$ cat config.mk
export PLATFORM = sky130hd
export DESIGN_NAME = at_reply_ipd_deframer_core
export DESIGN_NICKNAME = d
export VERILOG_FILES = /design/src/rtl/atd_pkg.sv /design/src/rtl/atd_frame_parser.sv /design/src/rtl/atd_ready_detect.sv /design/src/rtl/atd_out_skid.sv /design/src/rtl/at_reply_ipd_deframer_core.sv
export SDC_FILE = /design/constraint.sdc
export NUM_CORES = 1
export LEC_CHECK = 0
export BUFFER_PORTS_ARGS = -buffer_cell sky130_fd_sc_hd__buf_2
export CORE_UTILIZATION = 45
export DETAILED_ROUTE_END_ITERATION = 10
export PLACE_DENSITY = 0.65
export SKIP_LAST_GASP = 1
export SYNTH_ARGS = -nofsm -noshare
export SYNTH_HDL_FRONTEND = slang
export SYNTH_HIERARCHICAL = 1
export SYNTH_SLANG_ARGS = --single-unit
$ cat constraint.sdc
create_clock -name clk -period 9.1 [get_ports clk]
set_input_delay 1.365 -clock clk [delete_from_list [all_inputs] [get_ports clk]]
set_output_delay 1.365 -clock clk [all_outputs]
set_load 0.1 [all_outputs]
$ cat src/rtl/atd_pkg.sv
// Shared types and constants for the AT reply +IPD deframer.
// Depends on nothing; imported by every module of the block.
`timescale 1ns / 1ps

package atd_pkg;

	// Number of length digits taken into the frame length
	localparam int MAX_DIGITS = 4;
	localparam int DIGIT_W    = $clog2(MAX_DIGITS + 1);
	localparam int LEN_W      = 14;
	localparam int BYTE_W     = 8;

	localparam logic [LEN_W-1:0] LEN_MAX = {LEN_W{1'b1}};

	// Operation codes
	localparam logic OP_RX_BYTE = 1'b0;
	localparam logic OP_CLEAR   = 1'b1;

	// Characters of interest
	localparam logic [BYTE_W-1:0] CH_PLUS  = 8'h2B;
	localparam logic [BYTE_W-1:0] CH_I     = 8'h49;
	localparam logic [BYTE_W-1:0] CH_P     = 8'h50;
	localparam logic [BYTE_W-1:0] CH_D     = 8'h44;
	localparam logic [BYTE_W-1:0] CH_COMMA = 8'h2C;
	localparam logic [BYTE_W-1:0] CH_COLON = 8'h3A;
	localparam logic [BYTE_W-1:0] CH_GT    = 8'h3E;
	localparam logic [BYTE_W-1:0] CH_O     = 8'h4F;
	localparam logic [BYTE_W-1:0] CH_K     = 8'h4B;
	localparam logic [BYTE_W-1:0] CH_ZERO  = 8'h30;
	localparam logic [BYTE_W-1:0] CH_NINE  = 8'h39;

	// Payload part of one result item
	typedef struct packed {
		logic              payload_valid;
		logic [BYTE_W-1:0] payload_byte;
		logic              payload_last;
		logic [LEN_W-1:0]  payload_length;
	} frame_res_t;

	// One complete result item
	typedef struct packed {
		frame_res_t frame;
		logic       reply_seen;
	} result_t;

endpackage

$ cat src/rtl/atd_frame_parser.sv
// Header matcher, length reader and payload pass-through for +IPD frames.
// Depends on atd_pkg.
`timescale 1ns / 1ps

module atd_frame_parser (
	input  logic                        clk,
	input  logic                        arst_n,
	input  logic                        step,
	input  logic                        operation,
	input  logic [atd_pkg::BYTE_W-1:0]  rx_byte,
	output atd_pkg::frame_res_t         res
);
	import atd_pkg::*;

	localparam int PROD_W = LEN_W + 4;

	typedef enum logic [2:0] {
		PH_PLUS, PH_I, PH_P, PH_D, PH_COMMA, PH_LEN, PH_DATA
	} phase_t;

	phase_t             phase_q, phase_d;
	logic [DIGIT_W-1:0] digit_count_q, digit_count_d;
	logic               number_ended_q, number_ended_d;
	logic [LEN_W-1:0]   frame_length_q, frame_length_d;
	logic [LEN_W-1:0]   bytes_passed_q, bytes_passed_d;
	logic [BYTE_W-1:0]  hdr_char;
	logic               is_digit;
	logic [PROD_W-1:0]  len_ext;
	logic [PROD_W-1:0]  len_next;
	logic [LEN_W-1:0]   passed_inc;

	// Expected header character for the current phase
	always_comb begin
		unique case (phase_q)
			PH_PLUS:  hdr_char = CH_PLUS;
			PH_I:     hdr_char = CH_I;
			PH_P:     hdr_char = CH_P;
			PH_D:     hdr_char = CH_D;
			PH_COMMA: hdr_char = CH_COMMA;
			default:  hdr_char = CH_PLUS;
		endcase
	end

	// Length accumulate: times ten by shift and add, then saturate
	assign is_digit   = (rx_byte >= CH_ZERO) && (rx_byte <= CH_NINE);
	assign len_ext    = PROD_W'(frame_length_q);
	assign len_next   = (len_ext << 3) + (len_ext << 1) + PROD_W'(rx_byte - CH_ZERO);
	assign passed_inc = bytes_passed_q + LEN_W'(1);

	// Next state and result
	always_comb begin
		phase_d        = phase_q;
		digit_count_d  = digit_count_q;
		number_ended_d = number_ended_q;
		frame_length_d = frame_length_q;
		bytes_passed_d = bytes_passed_q;
		res            = '0;
		if (operation == OP_RX_BYTE) begin
			unique case (phase_q)
				PH_PLUS, PH_I, PH_P, PH_D, PH_COMMA: begin
					if (rx_byte == hdr_char) begin
						phase_d = phase_t'(phase_q + 3'd1);
						if (phase_q == PH_COMMA) begin
							digit_count_d  = '0;
							number_ended_d = 1'b0;
							frame_length_d = '0;
						end
					end else begin
						phase_d = PH_PLUS;
					end
				end
				PH_LEN: begin
					if (rx_byte == CH_COLON) begin
						bytes_passed_d = '0;
						phase_d = (frame_length_q == '0) ? PH_PLUS : PH_DATA;
					end else if (is_digit) begin
						if (!number_ended_q && digit_count_q < DIGIT_W'(MAX_DIGITS)) begin
							frame_length_d = (len_next > PROD_W'(LEN_MAX)) ? LEN_MAX
								: len_next[LEN_W-1:0];
							digit_count_d  = digit_count_q + DIGIT_W'(1);
						end
					end else begin
						number_ended_d = 1'b1;
					end
				end
				PH_DATA: begin
					bytes_passed_d           = passed_inc;
					res.payload_valid        = 1'b1;
					res.payload_byte         = rx_byte;
					res.payload_length       = frame_length_q;
					if (passed_inc >= frame_length_q) begin
						res.payload_last = 1'b1;
						phase_d          = PH_PLUS;
					end
				end
				default: phase_d = PH_PLUS;
			endcase
		end
	end

	// Hold framing state between items, advance on each accepted item
	always_ff @(posedge clk or negedge arst_n) begin
		if (!arst_n) begin
			phase_q        <= PH_PLUS;
			digit_count_q  <= '0;
			number_ended_q <= 1'b0;
			frame_length_q <= '0;
			bytes_passed_q <= '0;
		end else if (step) begin
			phase_q        <= phase_d;
			digit_count_q  <= digit_count_d;
			number_ended_q <= number_ended_d;
			frame_length_q <= frame_length_d;
			bytes_passed_q <= bytes_passed_d;
		end
	end

endmodule

$ cat src/rtl/atd_ready_detect.sv
// Sticky ready flag: set on '>' or on "OK" while clear, cleared by operation.
// Depends on atd_pkg.
`timescale 1ns / 1ps

module atd_ready_detect (
	input  logic                        clk,
	input  logic                        arst_n,
	input  logic                        step,
	input  logic                        operation,
	input  logic [atd_pkg::BYTE_W-1:0]  rx_byte,
	output logic                        reply_seen
);
	import atd_pkg::*;

	logic ready_q, ready_d;
	logic ok_phase_q, ok_phase_d;
	logic ready_gt;

	// Flag after this item; '>' wins before the letter pair is looked at
	always_comb begin
		ready_gt   = ready_q | (rx_byte == CH_GT);
		ready_d    = ready_q;
		ok_phase_d = ok_phase_q;
		if (operation == OP_CLEAR) begin
			ready_d = 1'b0;
		end else begin
			ready_d = ready_gt;
			if (!ready_gt) begin
				if (!ok_phase_q) begin
					ok_phase_d = (rx_byte == CH_O);
				end else begin
					ok_phase_d = 1'b0;
					ready_d    = (rx_byte == CH_K);
				end
			end
		end
	end

	assign reply_seen = ready_d;

	// Advance on each accepted item
	always_ff @(posedge clk or negedge arst_n) begin
		if (!arst_n) begin
			ready_q    <= 1'b0;
			ok_phase_q <= 1'b0;
		end else if (step) begin
			ready_q    <= ready_d;
			ok_phase_q <= ok_phase_d;
		end
	end

endmodule

$ cat src/rtl/atd_out_skid.sv
// Result register with a skid stage, so an item is taken while a result waits.
// Depends on atd_pkg.
`timescale 1ns / 1ps

module atd_out_skid (
	input  logic              clk,
	input  logic              arst_n,
	input  logic              push,
	input  atd_pkg::result_t  push_data,
	output logic              full,
	output logic              out_valid,
	input  logic              out_stall,
	output atd_pkg::result_t  out_data
);
	import atd_pkg::*;

	logic    out_valid_q;
	logic    skid_full_q;
	result_t out_q;
	result_t skid_q;
	logic    take;

	assign take      = out_valid_q & ~out_stall;
	assign full      = skid_full_q;
	assign out_valid = out_valid_q;
	assign out_data  = out_q;

	// Occupancy of result and skid registers
	always_ff @(posedge clk or negedge arst_n) begin
		if (!arst_n) begin
			out_valid_q <= 1'b0;
			skid_full_q <= 1'b0;
		end else if (take) begin
			if (skid_full_q) begin
				skid_full_q <= 1'b0;
			end else begin
				out_valid_q <= push;
			end
		end else if (!out_valid_q) begin
			out_valid_q <= push;
		end else if (push) begin
			skid_full_q <= 1'b1;
		end
	end

	// Payload moves, no reset needed
	always_ff @(posedge clk) begin
		if (take) begin
			if (skid_full_q) begin
				out_q <= skid_q;
			end else if (push) begin
				out_q <= push_data;
			end
		end else if (!out_valid_q) begin
			if (push) begin
				out_q <= push_data;
			end
		end else if (push) begin
			skid_q <= push_data;
		end
	end

endmodule

$ cat src/rtl/at_reply_ipd_deframer_core.sv
// Top level of the AT reply +IPD deframer.
// Depends on atd_pkg, atd_frame_parser, atd_ready_detect and atd_out_skid.
`timescale 1ns / 1ps

// One received byte (or a clear of the reply flag) enters per cycle while
// in_stall is low and gives exactly one result item, held in the result
// or skid register. Framing and reply-flag state update from the registered
// state and the incoming item; the result register plus a one-entry skid
// stage let the block keep accepting while the downstream side stalls, and
// in_stall rises only when both are full. Sustained rate is one item per clock while out_stall is low.
module at_reply_ipd_deframer_core (
	input  logic                        clk,
	input  logic                        arst_n,
	input  logic                        in_valid,
	output logic                        in_stall,
	input  logic                        operation,
	input  logic [atd_pkg::BYTE_W-1:0]  rx_byte,
	output logic                        out_valid,
	input  logic                        out_stall,
	output logic                        payload_valid,
	output logic [atd_pkg::BYTE_W-1:0]  payload_byte,
	output logic                        payload_last,
	output logic [atd_pkg::LEN_W-1:0]   payload_length,
	output logic                        reply_seen
);
	import atd_pkg::*;

	logic       accept;
	logic       skid_full;
	frame_res_t frame_res;
	logic       reply_next;
	result_t    res_in;
	result_t    res_out;

	assign in_stall = skid_full;
	assign accept   = in_valid & ~skid_full;

	atd_frame_parser u_parser (
		.clk       (clk),
		.arst_n    (arst_n),
		.step      (accept),
		.operation (operation),
		.rx_byte   (rx_byte),
		.res       (frame_res)
	);

	atd_ready_detect u_ready (
		.clk        (clk),
		.arst_n     (arst_n),
		.step       (accept),
		.operation  (operation),
		.rx_byte    (rx_byte),
		.reply_seen (reply_next)
	);

	// Assemble the result item
	assign res_in.frame      = frame_res;
	assign res_in.reply_seen = reply_next;

	atd_out_skid u_out (
		.clk       (clk),
		.arst_n    (arst_n),
		.push      (accept),
		.push_data (res_in),
		.full      (skid_full),
		.out_valid (out_valid),
		.out_stall (out_stall),
		.out_data  (res_out)
	);

	assign payload_valid  = res_out.frame.payload_valid;
	assign payload_byte   = res_out.frame.payload_byte;
	assign payload_last   = res_out.frame.payload_last;
	assign payload_length = res_out.frame.payload_length;
	assign reply_seen     = res_out.reply_seen;

endmodule

==> qor.csv, run 1 <==
stage,metric,value,unit
cells_and_area,Area Growth Syn to Fin,10.03,%
die,Core Region,13190,sq um
cells_and_area,layout cells sized above 1,20.99,%
place,post-DP HPWL,9.252,mm
synthesis,Yosys top cell area share,24.77,%
die,Initial Utilization,45.95,%
run_status,outcome,finished clean,
sta,hold_ws,502.7,ps
place,GPL Wtd Cong,0.7905,
global_routing,largest net degree at the start of global routing,40,
pwr,pwr dens,270.4,nW/um^2
synthesis,count of cell types in the netlist,67,
setup_path,Max stage delay on crit path,440,ps
setup_path,CP max stage cell,fa_1,
sta,Tightest Pin Transition,1119,ps
pwr,peak supply drop,0.1085,mV
clock_tree,Worst-Skew Late Latency,340,ps
synthesis,Synth Flop Type,edfxtp_1,
cells_and_area,Nets,630,
cells_and_area,final core occ,50.56,%
route,drt via density,5.736,
route,Pre-Repair DR Iteration Count,4,
global_routing,vias in the first global route,4309,
synthesis,cell taking the most area after synthesis,edfxtp_1,
pwr,Leak Pwr,2.978,nW
global_routing,Tot GR Track Use,19.28,%
synthesis,#FFs+latches synth,89,
sta,minimum clock period,4533,ps
sta,crit share post-route,49.81,%
sta,Final Setup Violations,0,
setup_path,crit path DAT,4750,ps
route,initial DRC count,310,
clock_tree,Post-CTS Setup Repair Bufs,0,
global_routing,first-pass GRT wire length,21.56,mm
synthesis,ranking of synthesized cells by area,"edfxtp_1 (25%), dfrtp_1 (16%), ha_1 (8.5%)",
die,row count,42,
setup_path,startpoint types,input pin,
synthesis,register area share after synthesis,40.88,%
setup_path,critical path class,in -> reg,
clock_tree,hold buffer count at cts,0,
setup_path,crit path cell chain,"buf_2, ha_1, nor3_1, buf_4, fa_1, ha_1, or3_1, o22ai_1, o21ai_0, mux2_2, nand4_1, o21a_4, a221o_1",
setup_path,CP endpoint kind,register,
sta,Final Hold Viols,0,
place,port buffer count,39,
setup_path,Critical Path RT,9320,ps
route,vias,4262,
die,I/O pin cnt,40,
setup_path,Worst Path Max Fanout,14,
clock_tree,clk slew on worst S/H paths,60,ps
clock_tree,post-CTS resize count,0,
die,die area,13940,sq um
sta,setup TNS after final layout,0,ps
synthesis,warnings from Yosys,6,
route,drt wl/cell,16.86,um
sta,Slew Limit Fails,0,
clock_tree,CTS Sinks,89,
synthesis,Netlist Area Pre-Place,6061,sq um
cells_and_area,"most common cell after layout, fill and taps aside",edfxtp_1,
setup_path,"CP delay by family, top",compound AO/OA/AOI/OAI gates,
sta,RSZ-0062 raised after global routing,no,
synthesis,Post-synth EDFFs,50,
global_routing,initial antenna violation count,0,
route,DRT antenna net count,0,
die,Die W,118.1,um
synthesis,Gate Count Post-Synth,528,
global_routing,GR Overflow Total,0,
setup_path,cell mode on critical path,ha_1,
clock_tree,clk root buf,clkbuf_16,
clock_tree,Num CTS Buffers,9,
clock_tree,H-tree Lvls,3,
sta,clock skew,6.247,ps
synthesis,Mean Syn Cell Area,11.48,sq um
synthesis,Syn Nets,595,
synthesis,async set-reset flop share out of synthesis,43.82,%
sta,slew margin rel.,25.21,%
route,Post-Route WL,12.53,mm
cells_and_area,# diodes,0,
run,max cap viols,0,
sta,f_max,220.6,MHz
cells_and_area,most frequent cells in the layout,"edfxtp_1 (50), ha_1 (41), buf_2 (39), dfrtp_1 (39)",
clock_tree,CTS max path bufs,2,
min_path,HP Class,reg -> reg,
setup_path,worst path bufs/invs,2,
die,Die Ht,118.1,um
route,DRC,0,
clock_tree,CTS tree,built,
## flip-flops by register name, summed over array words and instances, names as in the netlist
signal	flops
u_out/full	1
u_out/out_valid	1
u_parser/bytes_passed_q	14
u_parser/number_ended_q	1
u_out/skid_q	25
u_ready/ready_q	1
u_out/out_data	25
u_parser/frame_length_q	14
u_parser/phase_q	3
u_parser/digit_count_q	3
u_ready/ok_phase_q	1
## cells by family (layout without fill, tap and decap cells)
family | count (synthesis) | count (layout) | synth area share, %
adder cells (fa/ha/maj) | 54 | 54 | 12.76
XOR/XNOR | 28 | 28 | 4.046
flip-flops | 89 | 89 | 40.88
AO/OA/AOI/OAI | 120 | 120 | 14.14
multiplexers | 54 | 54 | 12.10
buffers and inverters | 52 | 91 | 4.418
AND/OR/NAND/NOR | 131 | 131 | 11.66
## synthesized netlist by cell type, drive strengths merged (2+ instances only)
| master | number |
|---|---|
| mux2 | 52 |
| edfxtp | 50 |
| ha | 41 |
| dfrtp | 39 |
| inv | 34 |
| a21oi | 28 |
| nor3 | 25 |
| o21ai | 24 |
| nor2 | 23 |
| nand2 | 21 |
| xnor2 | 15 |
| a221o | 14 |
| fa | 13 |
| nand3 | 13 |
| xor2 | 13 |
| buf | 11 |
| and2 | 10 |
| a22o | 9 |
| nor2b | 8 |
| a21o | 7 |
| clkbuf | 7 |
| a31oi | 6 |
| nand4 | 5 |
| o21a | 5 |
| and3 | 4 |
| nand2b | 4 |
| nor4 | 4 |
| o211ai | 3 |
| o21bai | 3 |
| or4 | 3 |
| a211o | 2 |
| a211oi | 2 |
| a21boi | 2 |
| and4b | 2 |
| mux2i | 2 |
| nand3b | 2 |
| o22ai | 2 |
| o31ai | 2 |
| or2 | 2 |
| or3 | 2 |
## worst min-delay path, stage by stage, from the launching register on
cell     delay, ps
dfrtp_1        340
a21oi_1         50
nor2_1          70
## worst paths after layout
check	start	endpoint	slack, ps	depth (start not counted)
worst max register to register	u_parser/bytes_passed_q[0]	u_out/out_data[15]	5450	14
max in group asynchronous	arst_n	u_parser/frame_length_q[1]	7350	1
worst min-delay path	u_parser/number_ended_q	u_parser/number_ended_q	500	2
worst max-delay path	rx_byte[4]	u_parser/frame_length_q[3]	4570	13
worst min register to register	u_parser/number_ended_q	u_parser/number_ended_q	500	2
min in group asynchronous	arst_n	u_parser/bytes_passed_q[13]	1150	1
## through the flow
step | area (sq um) | worst slack [ps] | instances | power [mW]
2_1_floorplan | 6061 | 4036 | 528 | 1.311
3_3_place_gp | 6359 | 4348 | 728 | 1.411
3_5_place_dp | 6359 | 4247 | 728 | 1.424
4_1_cts | 6669 | 4580 | 743 | 1.820
5_1_grt | 6669 | 4377 | 743 | 1.875
6_report | 6669 | 4567 | 743 | 1.803
## where the power goes
group,internal (mW),switching [mW],total [mW],leakage [nW]
sequential,0.532,0.0591,0.591,1.04
clock,0.239,0.151,0.390,0.149
combinational,0.222,0.600,0.822,1.79
## area by class of cell
class                   instances  area [sq um]
fillers                      1193          6521
multi-input cells             387          3316
flip-flops and latches         89          2477
clock buffers                  10         229.0
well taps                     176         220.2
repair buffers                 42         217.7
inverters                      34         127.6
clock inverters                 5         81.33
## routing by layer
layer  up-vias  wire length (um)  GRT usage (%)
li1       2044                 -              -
met1      2118              6008          26.37
met2        86              5961          30.81
met3        14               367          2.955
met4         0               191          7.292
met5         -                 0              0
No activity file was read; power rests on OpenSTA's default activity.
==> inputs of run 2 (changes only) <==
==> constraint.sdc (replaced) <==
create_clock -name clk -period 4.3 [get_ports clk]
set_input_delay 0.645 -clock clk [delete_from_list [all_inputs] [get_ports clk]]
set_output_delay 0.645 -clock clk [all_outputs]
set_load 0.1 [all_outputs]
==> qor.csv, run 2 (synthesized netlist as in run 1, its figures left out) <==
stage,metric,value,unit
cells_and_area,"most common cell after layout, fill and taps aside",edfxtp_1,
clock_tree,CTS Sinks,89,
setup_path,FF-to-FF End,u_parser/phase_q[0],
sta,Tightest Pin Transition,1179,ps
sta,Final Hold Viols,0,
global_routing,largest net degree at the start of global routing,40,
clock_tree,clk slew on worst S/H paths,60,ps
route,drt wl/cell,16.92,um
global_routing,GR Overflow Total,0,
pwr,Leak Pwr,2.970,nW
global_routing,vias in the first global route,4303,
place,area of placed instances,6371,sq um
sta,Slew Limit Fails,0,
sta,clock skew,4.460,ps
clock_tree,clk root buf,clkbuf_16,
cells_and_area,Area Growth Syn to Fin,10.05,%
setup_path,critical path class,in -> reg,
die,die area,13940,sq um
pwr,pwr dens,566.3,nW/um^2
die,Initial Utilization,45.95,%
sta,worst setup margin,472.1,ps
clock_tree,CTS tree,built,
setup_path,CP endpoint kind,register,
clock_tree,H-tree Lvls,3,
cells_and_area,# diodes,0,
die,row count,42,
sta,Final Setup Violations,0,
die,Die W,118.1,um
route,initial DRC count,347,
route,Pre-Repair DR Iteration Count,5,
clock_tree,Post-CTS Setup Repair Bufs,0,
clock_tree,post-CTS resize count,0,
setup_path,FF-to-FF setup slack,630,ps
die,Core Region,13190,sq um
sta,RSZ-0062 raised after global routing,no,
cells_and_area,layout cells sized above 1,21.27,%
setup_path,FF-to-FF Start,u_parser/bytes_passed_q[0],
setup_path,Worst Path Max Fanout,14,
place,post-DP HPWL,9.359,mm
global_routing,initial antenna violation count,0,
sta,setup TNS after final layout,0,ps
route,DRT antenna net count,0,
die,I/O pin cnt,40,
setup_path,startpoint types,input pin,
setup_path,cell mode on critical path,ha_1,
setup_path,Max stage delay on crit path,430,ps
sta,f_max,261.2,MHz
global_routing,first-pass GRT wire length,21.24,mm
setup_path,crit path cell chain,"buf_2, ha_1, nor3_2, buf_4, fa_1, ha_1, a21o_1, a21oi_1, o21ai_0, nor2b_1, a31oi_1, nand4_1, o21a_4, a221o_1",
setup_path,"CP delay by family, top",compound AO/OA/AOI/OAI gates,
place,GPL Wtd Cong,0.8440,
route,drt via density,5.706,
route,DRC,0,
place,port buffer count,39,
run,max cap viols,0,
run_status,outcome,finished clean,
clock_tree,hold buffer count at cts,0,
cells_and_area,Nets,631,
clock_tree,Worst-Skew Late Latency,340,ps
setup_path,critical path launch point,rx_byte[4],
place,pre-CTS setup slack,137.1,ps
cells_and_area,final core occ,50.57,%
pwr,peak supply drop,0.2872,mV
clock_tree,Num CTS Buffers,9,
clock_tree,CTS max path bufs,2,
sta,minimum clock period,3828,ps
setup_path,worst path bufs/invs,2,
sta,slew margin rel.,21.08,%
cells_and_area,Final Cell Area,6670,sq um
setup_path,crit path DAT,4040,ps
route,Post-Route WL,12.61,mm
cells_and_area,fillers,1135,
global_routing,Tot GR Track Use,19.07,%
die,Die Ht,118.1,um
cells_and_area,most frequent cells in the layout,"edfxtp_1 (50), ha_1 (41), buf_2 (39), dfrtp_1 (39)",
setup_path,cells on worst reg2reg path,13,
setup_path,Critical Path RT,4510,ps
setup_path,CP max stage cell,fa_1,
route,vias,4251,
min_path,HP Class,in -> async,
sta,hold_ws,432.5,ps
sta,crit share post-route,89.02,%
-- run 2: power by group --
group / leakage, nW / switching, mW / internal (mW)
clock: 0.135 / 0.317 / 0.466
combinational: 1.80 / 1.27 / 0.470
sequential: 1.04 / 0.124 / 1.13
total: 2.97 / 1.72 / 2.06
-- run 2: area by class of cell --
class | instances | area, sq um | share of cell area [%]
sequential | 89 | 2477 | 37.14
clock buffer | 12 | 246.5 | 3.695
inverter | 34 | 127.6 | 1.913
tap | 176 | 220.2 | 3.301
multi-input combinational | 387 | 3321 | 49.78
clock inverter | 4 | 52.55 | 0.7878
timing repair buffer | 43 | 225.2 | 3.376
-- run 2: worst register-to-register path, cell delays in order (launching register included) --
cell and delay (ps):
dfrtp_1 430, ha_1 250, nand3_1 150, nor2_1 280, nand3_1 250, nor2_1 200
xor2_1 240, ha_1 280, nor2b_1 130, o21ai_0 150, nand2_1 80, o221a_2 260
o31ai_1 470, mux2_2 390
-- run 2: metrics by stage --
| stage | instances | power [mW] |
|---|---|---|
| floorplan | 528 | 2.775 |
| global placement | 729 | 2.989 |
| detailed placement | 729 | 3.017 |
| CTS | 745 | 3.803 |
| global route | 745 | 3.935 |
| finish | 745 | 3.777 |
-- run 2: how the worst max path moves through the flow --
stage                                  end  slack, ps  cells past startpoint
2_1_floorplan  u_parser/frame_length_q[11]        310                     12
3_3_place_gp    u_parser/frame_length_q[5]        250                     12
3_5_place_dp    u_parser/frame_length_q[9]        140                     12
4_1_cts         u_parser/frame_length_q[9]        480                     12
5_1_grt         u_parser/frame_length_q[4]        290                     14
6_report        u_parser/frame_length_q[9]        470                     14
-- run 2: per-layer routing --
metal	share of wire (%)	global-route usage, %	vias up
li1	-	-	2040
met1	46	25.04	2085
met2	48	31.91	103
met3	3.3	2.762	23
met4	2.1	6.971	0
met5	0	0	-
